### config.mk
export PLATFORM = sky130hd
export DESIGN_NAME = srm_ram
export DESIGN_NICKNAME = d
export VERILOG_FILES = /design/src/rtl/core/srm_ram.sv
export SDC_FILE = /design/constraint.sdc
export NUM_CORES = 1
export LEC_CHECK = 0
export ABC_AREA = 0
export BUFFER_PORTS_ARGS = -buffer_cell sky130_fd_sc_hd__buf_2
export CAP_MARGIN = 20
export CORE_MARGIN = 3
export CORE_UTILIZATION = 55
export DETAILED_ROUTE_END_ITERATION = 12
export GPL_TIMING_DRIVEN = 0
export PLACE_DENSITY_LB_ADDON = 0.08
export SETUP_SLACK_MARGIN = 0.15
export SLEW_MARGIN = 15
export SYNTH_ARGS = -nofsm -noshare
export SYNTH_HDL_FRONTEND = slang
export SYNTH_SLANG_ARGS = --single-unit
### constraint.sdc
create_clock -name i_clk -period 1.8 [get_ports i_clk]
set_input_delay 0.09 -clock i_clk [delete_from_list [all_inputs] [get_ports i_clk]]
set_output_delay 0.09 -clock i_clk [all_outputs]
set_load 0.005 [all_outputs]
### src/rtl/core/srm_ram.sv
// srm_ram: generic simple dual port ram, one write and one registered read
// port; no dependencies
`default_nettype none

module srm_ram #(
    parameter int WIDTH = 16,
    parameter int DEPTH = 32,
    localparam int AW   = $clog2(DEPTH)
) (
    input  wire logic             i_clk,
    input  wire logic             i_we,
    input  wire logic [AW-1:0]    i_waddr,
    input  wire logic [WIDTH-1:0] i_wdata,
    input  wire logic             i_re,
    input  wire logic [AW-1:0]    i_raddr,
    output logic      [WIDTH-1:0] o_rdata
);

    logic [WIDTH-1:0] r_mem [DEPTH];
    logic [WIDTH-1:0] r_rdata;

    // write port
    always_ff @(posedge i_clk) begin
        if (i_we) begin
            r_mem[i_waddr] <= i_wdata;
        end
    end

    // registered read, holds while not enabled
    always_ff @(posedge i_clk) begin
        if (i_re) begin
            r_rdata <= r_mem[i_raddr];
        end
    end

    assign o_rdata = r_rdata;

endmodule

`default_nettype wire

==> results.sh <==
export IMPL_grt_usage=0.2438
export IMPL_pwr_share_comb=0.060
export IMPL_postCtsSetupBuffers=0
export IMPL_synth_cell_types=25
export IMPL_yosysSeqAreaShare=0.7661
export IMPL_die_area_um2=39990
export IMPL_initial_core_util=0.5613
export IMPL_fin_crit_sh=0.9188
export IMPL_place_detailed_hpwl_um=30820
export IMPL_clk_pin_slew_ns=0.06
export IMPL_cp_required_ns=2.00
export IMPL_critPathArrivalTime_ns=1.85
export IMPL_power_mw=24.84
export IMPL_p_int_mw=19.56
export IMPL_grt_overflow=0
export IMPL_syn_area_um2=20700
export IMPL_cts_buffer_depth=3
export IMPL_clock_power_share=0.386
export IMPL_final_nets=1285
export IMPL_irDropWorstVdd_mv=0.9360
export IMPL_worstSetupPathType="primary input to flip-flop"
export IMPL_leakage_nw=8.141
export IMPL_fmax_mhz=604.6
export IMPL_placed_cells=1705
export IMPL_critPathMaxFanout=16
export IMPL_final_area_um2=23400
export IMPL_placed_area_um2=21830
export IMPL_synth_top_area_frac=0.7661
export IMPL_fp_dieW_um=200.0
export IMPL_start_kind="primary input"
export IMPL_clock_latency_ns=0.58
export IMPL_routed_wl_um=48210
export IMPL_vias_per_cell=5.940
export IMPL_netlist_top_cells_area="edfxtp_1 (77%), mux2i_1 (12%), a22oi_1 (2.3%)"
export IMPL_dr_total_vias=10651
export IMPL_setup_viol=0
export IMPL_fin_cells=1793
export IMPL_synth_top_area_cell="edfxtp_1"
export IMPL_grt_max_degree=33
export IMPL_fin_setup_tns_ns=0
export IMPL_finalHoldViolations=0
export IMPL_ys_ff_latch=528
export IMPL_first_global_vias=10145
export IMPL_cts_root_buf="clkbuf_16"
export IMPL_status="finished, final reports clean"
export IMPL_fill_cells=2611
export IMPL_rsz0062_at_grt="yes"
export IMPL_drv_cap=0
export IMPL_die_h_um=200.0
export IMPL_yosys_warnings=0
export IMPL_syn_nets=1172
export IMPL_core_area_um2=36870
export IMPL_ant_nets=0
export IMPL_swShare=0.2123
export IMPL_cts_made_buffers=52
export IMPL_final_util=0.6347
export IMPL_port_buffers=41
export IMPL_cts_sinks=528
export IMPL_areaGrowthSynthToFinish_pct=13.08
export IMPL_grt_antenna_before_repair=1
export IMPL_power_density_nw_per_um2=1061
export IMPL_io_pins=45
export IMPL_drtIter0Drc=1099
export IMPL_p_seq_frac=0.554
export IMPL_slew_headroom=0.3666
export IMPL_period_needed_ns=1.654
export IMPL_finalClockSkew_ns=0.01258
export IMPL_htreeDepth=2
export IMPL_multi_input_area_um2=4474
export IMPL_worst_pin_slew_ns=0.9491
export IMPL_drive_gt1_frac=0.1738
export IMPL_syn_instance_count=1143
export IMPL_seq_area_um2=15860
export IMPL_syn_avg_cell_area_um2=18.11
export IMPL_gp_congestion=0.8569
export IMPL_grt_first_pass_wirelength_um=68740
export IMPL_cts_tree="built"
export IMPL_switchingPower_mw=5.273
export IMPL_hp_class="primary input to flip-flop"
export IMPL_endpoint_kind="flip-flop"
export IMPL_drc=0
export IMPL_insertedDiodeCount=0
export IMPL_dr_pass1_iters=5
export IMPL_slew_viol_final=0
export IMPL_wl_per_cell_um=26.89
export IMPL_rows=70
-- what timing repair did --
action / 4_1_cts / 5_1_grt
hold buffers: 1 / 0
setup endpoints to repair: 5 / 64
resized for setup: 5 / 12
hold endpoints to repair: 16 / 0
pin swaps: 0 / 4
-- cell usage in the layout, fill, tap and decap left out, drive strengths merged, types with 2 or more instances in the layout --
cell	count
or3b	3
a31oi	16
nand4	16
buf	113
clkinv	17
a22oi	64
nand3b	5
nand3	34
nand2b	2
clkbuf	82
nor3	16
nand2	33
edfxtp	528
mux2i	256
a21oi	32
nor2b	2
nor2	34
a22o	32
-- metal layers --
layer / wire length, um / vias to the layer above / global-route usage
met5: 17 / - / 0
met4: 1231 / 2 / 0.07315
met3: 3417 / 85 / 0.04532
met2: 22730 / 393 / 0.3807
met1: 20810 / 5375 / 0.3564
li1: - / 4796 / -
-- final cells by class --
class / instances / area share
well taps: 504 / 0.02694
flip-flops and latches: 528 / 0.6775
clock inverters: 17 / 0.003208
multi-input cells: 548 / 0.1912
clock buffers: 70 / 0.05940
repair buffers: 59 / 0.01866
plain buffers: 67 / 0.02315
-- power by group through the flow --
| stage | sequential, mW | combinational [mW] | clock, mW |
|---|---|---|---|
| floorplan | 14.0 | 0.770 | 0 |
| global placement | 14.0 | 1.42 | 0 |
| detailed placement | 14.0 | 1.46 | 0 |
| CTS | 13.8 | 1.47 | 9.73 |
| global route | 13.8 | 1.58 | 10.3 |
| finish | 13.8 | 1.49 | 9.58 |
-- through the flow --
| stage | setup WS [ns] | hold WS (ns) |
|---|---|---|
| global placement | -0.8632 | 0.4814 |
| CTS | 0.1635 | 0.01859 |
| detailed placement | -0.4477 | 0.4853 |
| finish | 0.1461 | 0.05392 |
| global route | 0.06969 | 0.02882 |
| floorplan | -0.03002 | 0.1889 |
-- worst paths after layout --
| path | slack, ns | startpoint | cells past startpoint | end |
|---|---|---|---|---|
| max | 0.15 | i_waddr[1] | 4 | r_mem[16][8] |
| min | 0.05 | i_raddr[3] | 3 | o_rdata[1] |
| max reg2reg | 0.18 | r_mem[6][12] | 5 | o_rdata[12] |
| min reg2reg | 0.73 | r_mem[10][1] | 4 | o_rdata[1] |
-- cell families (layout without fill, tap and decap cells) --
group,Yosys count,after routing,synth area share
flops,528,528,0.7661
mux,256,256,0.1238
simple gates,148,148,0.03464
compound gates,144,144,0.04933
buf+inv,67,213,0.02612
-- registers in the layout, indices dropped and copies added (netlist names) --
register / flops
r_mem: 512
o_rdata: 16
-- synth_stat cells --
| library cell | n |
|---|---|
| buf_6 | 6 |
| or3_1 | 1 |
| or3b_2 | 3 |
| nor2_4 | 1 |
| clkbuf_1 | 12 |
| a21oi_1 | 32 |
| buf_4 | 19 |
| mux2i_1 | 256 |
| nand2_1 | 33 |
| nand4_1 | 16 |
| a22oi_1 | 64 |
| nand3_1 | 34 |
| buf_8 | 6 |
| nand2b_1 | 2 |
| edfxtp_1 | 528 |
| buf_2 | 19 |
| nor2b_1 | 2 |
| a31oi_1 | 16 |
| a22o_1 | 32 |
| or2_1 | 1 |
| and2_1 | 1 |
| nor2_1 | 33 |
| nand3b_1 | 5 |
| nor3_1 | 16 |
| buf_12 | 5 |
-- critical path: stages --
cell and delay [ns]:
buf_2 0.13, or3b_2 0.46, clkbuf_1 0.37, nor2_2 0.78
(Power assumes the default switching activity.)
