### src/rtl/core/srm_pkg.sv
// srm_pkg: word types, request and status codes, opcodes and sizes for the
// small register machine; used by all modules but srm_ram, no dependencies
`default_nettype none

package srm_pkg;

    // sizes fixed by the word format
    localparam int REG_COUNT         = 32;
    localparam int REG_AW            = 5;
    localparam int DATA_W            = 16;
    localparam int OPC_LSB           = 28;
    localparam int DATA_WORDS_DEF    = 256;
    localparam int PROGRAM_WORDS_DEF = 256;

    // opcodes, bits 31:28 of the instruction
    localparam logic [3:0] OPC_HALT  = 4'd0;
    localparam logic [3:0] OPC_LOAD  = 4'd1;
    localparam logic [3:0] OPC_STORE = 4'd2;
    localparam logic [3:0] OPC_ADD   = 4'd3;
    localparam logic [3:0] OPC_SUB   = 4'd4;
    localparam logic [3:0] OPC_AND   = 4'd5;
    localparam logic [3:0] OPC_EQSEL = 4'd8;

    typedef enum logic [1:0] {
        REQ_EXEC  = 2'd0,
        REQ_WRITE = 2'd1,
        REQ_READ  = 2'd2,
        REQ_NONE  = 2'd3
    } t_req;

    typedef enum logic [1:0] {
        ST_DONE    = 2'd0,
        ST_HALT    = 2'd1,
        ST_UNSUP   = 2'd2,
        ST_IGNORED = 2'd3
    } t_status;

    typedef enum logic [1:0] {
        S_CLEAR,
        S_IDLE,
        S_EXEC,
        S_MEM
    } t_state;

    typedef struct packed {
        logic [1:0]  req_type;
        logic [31:0] instr_word;
        logic [7:0]  mem_index;
        logic [15:0] mem_value;
    } t_in_word;

    typedef struct packed {
        logic [7:0]  pc_now;
        logic [1:0]  status;
        logic [15:0] written_value;
        logic [15:0] read_value;
    } t_out_word;

    // decode and execute outcome handed to the sequencer
    typedef struct packed {
        t_status           status;
        logic [DATA_W-1:0] wval;
        logic [DATA_W-1:0] rval;
        logic              reg_we;
        logic              mem_we;
        logic              is_load;
        logic              halt_set;
        logic              pc_adv;
    } t_exec_res;

endpackage

`default_nettype wire

### src/rtl/core/srm_alu.sv
// srm_alu: decode and execute of one captured word, data address forming
// depends on srm_pkg
`default_nettype none

module srm_alu #(
    parameter int DATA_WORDS = srm_pkg::DATA_WORDS_DEF,
    localparam int DAW       = $clog2(DATA_WORDS)
) (
    input  wire srm_pkg::t_in_word               i_word,
    input  wire logic                            i_halted,
    input  wire logic [srm_pkg::DATA_W-1:0]      i_reg_a,
    input  wire logic [srm_pkg::DATA_W-1:0]      i_reg_b,
    input  wire logic [srm_pkg::DATA_W-1:0]      i_mem_rdata,
    output srm_pkg::t_exec_res                   o_res,
    output logic [DAW-1:0]                       o_mem_addr
);

    logic [3:0]  opc;
    logic [9:0]  off;
    logic [16:0] addr_sum;

    assign opc = i_word.instr_word[31:srm_pkg::OPC_LSB];
    assign off = i_word.instr_word[19:10];

    // base plus offset, wrapped to the data store (power of two depth)
    assign addr_sum   = 17'(off) + 17'(i_reg_a);
    assign o_mem_addr = DAW'(addr_sum);

    // result selection
    always_comb begin
        o_res          = '0;
        o_res.status   = srm_pkg::ST_DONE;
        case (srm_pkg::t_req'(i_word.req_type))
            srm_pkg::REQ_WRITE: begin
                o_res.wval = i_word.mem_value;
            end
            srm_pkg::REQ_READ: begin
                o_res.rval = i_mem_rdata;
            end
            srm_pkg::REQ_NONE: begin
                o_res.status = srm_pkg::ST_UNSUP;
            end
            default: begin
                if (i_halted) begin
                    o_res.status = srm_pkg::ST_IGNORED;
                end else begin
                    o_res.pc_adv = 1'b1;
                    case (opc)
                        srm_pkg::OPC_HALT: begin
                            o_res.status   = srm_pkg::ST_HALT;
                            o_res.halt_set = 1'b1;
                            o_res.pc_adv   = 1'b0;
                        end
                        srm_pkg::OPC_LOAD: begin
                            o_res.is_load = 1'b1;
                            o_res.reg_we  = 1'b1;
                            o_res.wval    = i_mem_rdata;
                        end
                        srm_pkg::OPC_STORE: begin
                            // port b carries the destination field for store
                            o_res.mem_we = 1'b1;
                            o_res.wval   = i_reg_b;
                        end
                        srm_pkg::OPC_ADD: begin
                            o_res.reg_we = 1'b1;
                            o_res.wval   = i_reg_a + i_reg_b;
                        end
                        srm_pkg::OPC_SUB: begin
                            o_res.reg_we = 1'b1;
                            o_res.wval   = i_reg_b - i_reg_a;
                        end
                        srm_pkg::OPC_AND: begin
                            o_res.reg_we = 1'b1;
                            o_res.wval   = i_reg_a & i_reg_b;
                        end
                        srm_pkg::OPC_EQSEL: begin
                            o_res.reg_we = 1'b1;
                            o_res.wval   = (i_reg_a == i_reg_b) ? (i_reg_a & i_reg_b)
                                                                : (i_reg_a | i_reg_b);
                        end
                        default: begin
                            o_res.status = srm_pkg::ST_UNSUP;
                            o_res.pc_adv = 1'b0;
                        end
                    endcase
                end
            end
        endcase
    end

endmodule

`default_nettype wire

### config.mk
export PLATFORM = sky130hd
export DESIGN_NAME = srm_alu
export DESIGN_NICKNAME = d
export VERILOG_FILES = /design/src/rtl/core/srm_pkg.sv /design/src/rtl/core/srm_alu.sv
export SDC_FILE = /design/constraint.sdc
export NUM_CORES = 1
export LEC_CHECK = 0
export ABC_AREA = 1
export ABC_CLOCK_PERIOD_IN_PS = 4000
export BUFFER_PORTS_ARGS = -buffer_cell sky130_fd_sc_hd__buf_4
export CAP_MARGIN = 20
export CORE_MARGIN = 10
export CORE_UTILIZATION = 35
export DETAILED_ROUTE_END_ITERATION = 8
export GPL_ROUTABILITY_DRIVEN = 1
export SYNTH_ARGS = -nofsm -noshare
export SYNTH_HDL_FRONTEND = slang
export SYNTH_SLANG_ARGS = --single-unit
### constraint.sdc
create_clock -name vclk -period 4
set_input_delay 0.4 -clock vclk [all_inputs]
set_output_delay 0.4 -clock vclk [all_outputs]
set_load 0.01 [all_outputs]
==> qor.yml <==
critical_path.most_common_cell: "nand2_1"
slowest_delay_ps: 460
fin_util: 0.4607
cts-resized-gates: 0
yosysTopAreaCell: "nand2_1"
io_buffers: 126
drive_gt1_frac: 0.1854
p_clk_frac: 0
drt_iter0_markers: 351
routed_wl_mm: 15.23
hold_viol: 0
globalRouteTotalUtil: 0.1858
antenna_found_initial: 0
ys_top_cells_by_area: "nand2_1 23%, ha_1 20%, inv_1 14%, nand3_1 10%, nor2_1 7.6%"
gp_congestion: 0.9170
drt_drc_violations_left: 0
setup_violations: 0
vias_per_cell: 5.000
die_area_um2: 15360
p_leak_nw: 2.972
pwr_density_cell_nw_per_um2: 114.7
drv_cap: 0
swShare: 0.6042
diodes: 0
postCtsSetupRepairBufs: 0
fp.dieH_um: 123.9
drt_first_pass_iters: 6
maxSlewViolCount: 0
fin_cells: 972
finalSetupTns_ps: 0
multi_input_area_um2: 3112
num_io_pins: 154
pwr-share-seq: 0
cp-end-kind: "output pin"
mostFrequentLayoutCells: "227 x nand2_1, 143 x inv_1, 129 x buf_4, 77 x nor2_1, 76 x nand3_1"
nets: 1007
fin_crit_sh: 0.7767
syn2layout_area_growth_pct: 26.94
worstPathRequired_ps: 3600
power_mw: 0.5504
place_inst: 972
switchingPower_mw: 0.3325
hold_end: "o_res[29]"
synth_top_area_share: 0.2254
synth_cells: 725
fill_cells: 1165
grt_overflow_total: 0
synth_area_um2: 3780
regArea_um2: 0
holdWs_ps: 1076
rows: 37
min_from: "i_word[8]"
synth_top_family_by_area: "simple AND/OR/NAND/NOR gates"
fp.dieW_um: 123.9
worstSetupPathType: "in2out"
arrival_ps: 2710
hold_depth: 4
layout_commonest_cell: "nand2_1"
crit_path_max_fanout: 17
synth-compound-area-share: 0.1152
crit_chain: "buf_4 -> inv_1 -> ha_1 -> nor2_4 -> nand2_1 -> nor2_2 -> nand2_4 -> nand2_2 -> nor2_1 -> nor2_1 -> nand3_1 -> nand2_1 -> nand2_1 -> buf_4"
yosysSeqAreaShare: 0
grt_pass1_wl_mm: 22.99
core_area_um2: 10420
synth.mux.area_fraction: 0
postRouteAntennaNets: 0
vias: 4860
ir_drop_uv: 53.27
yosysWarnings: 0
status: "completed"
p_int_mw: 0.2179
clkbuf_count: 0
grt_max_degree: 18
dp_hpwl_mm: 12.64
combPwrFrac: 1.000
crit_slowest_cell: "ha_1"
synth_adder_area_share: 0.2112
min_path_type: "in2out"
first_global_vias: 4386
max_slew_margin: 0.4488
startpoint_type: "input pin"
min_period_ps: 3107
synth_simple_gate_area_share: 0.4806
synth_nets: 894
seq_cells: 0
start_util: 0.3629
cts_hold_buffers: 0
rsz0062_at_grt: "no"
synth_cell_type_count: 34
fmax_ghz: 0.3219
tightest_slew_ps: 824.8
avgSynthCellArea_um2: 5.214
synth_xor_area_frac: 0.01622
wl_per_cell_um: 15.67
==> cells by family after synthesis <==
family          after synthesis
fa+ha+maj                    62
compound gates               73
simple gates                419
buf+inv                     164
xor+xnor                      7
==> power groups by stage <==
stage          Sequential [mW]  Clock (mW)  Combinational (mW)
2_1_floorplan                0           0               0.338
3_3_place_gp                 0           0               0.543
3_5_place_dp                 0           0               0.548
4_1_cts                      0           0               0.551
5_1_grt                      0           0               0.614
6_report                     0           0               0.550
==> Yosys cell counts (all sizes together) <==
master  count
ha         59
fa          3
clkbuf      3
nor4        1
inv       146
a32oi       1
o22ai      14
nand4      13
nor3        4
or2         1
xnor2       2
nor2       90
o211ai      8
nand3b      2
nand2     230
a31oi       1
and2        1
o21ai      13
a21oi      33
xor2        5
o21bai      3
buf        15
nand3      77
==> final cells by class <==
class / instances / share of cell area
multi-input cells: 561 / 0.6485
repair buffers: 129 / 0.2018
well taps: 136 / 0.03546
inverters: 146 / 0.1142
==> how the worst max path moves through the flow <==
| stage | startpoint | end | slack [ps] |
|---|---|---|---|
| after global placement | i_reg_a[10] | o_res[31] | 940 |
| final | i_reg_a[10] | o_res[31] | 890 |
| after floorplan | i_reg_a[10] | o_res[21] | 1770 |
| after global routing | i_reg_a[12] | o_res[31] | 760 |
| after detailed placement | i_reg_a[12] | o_res[31] | 940 |
| after CTS | i_reg_a[12] | o_res[31] | 930 |
==> critical path: cells and delay by family <==
family,cells,cell delay [ps]
buffers and inverters,3,280
and+or+nand+nor,10,1560
adders and majority gates,1,460
==> layer usage <==
layer / up-vias / wire length, µm / global-route usage
met1: 2179 / 7203 / 0.2681
met5: - / 0 / 0
met4: 0 / 109 / 0.01871
met3: 11 / 1266 / 0.01900
met2: 184 / 6650 / 0.3003
li1: 2486 / - / -
==> metrics by stage <==
stage / setup WS [ps] / cell area, µm²
final: 893.2 / 4798
after global routing: 755.7 / 4798
after CTS: 931.8 / 4798
after detailed placement: 938.2 / 4798
after global placement: 943.6 / 4798
after floorplan: 1772 / 3780
Note: power is estimated with default switching activity, not from simulation.
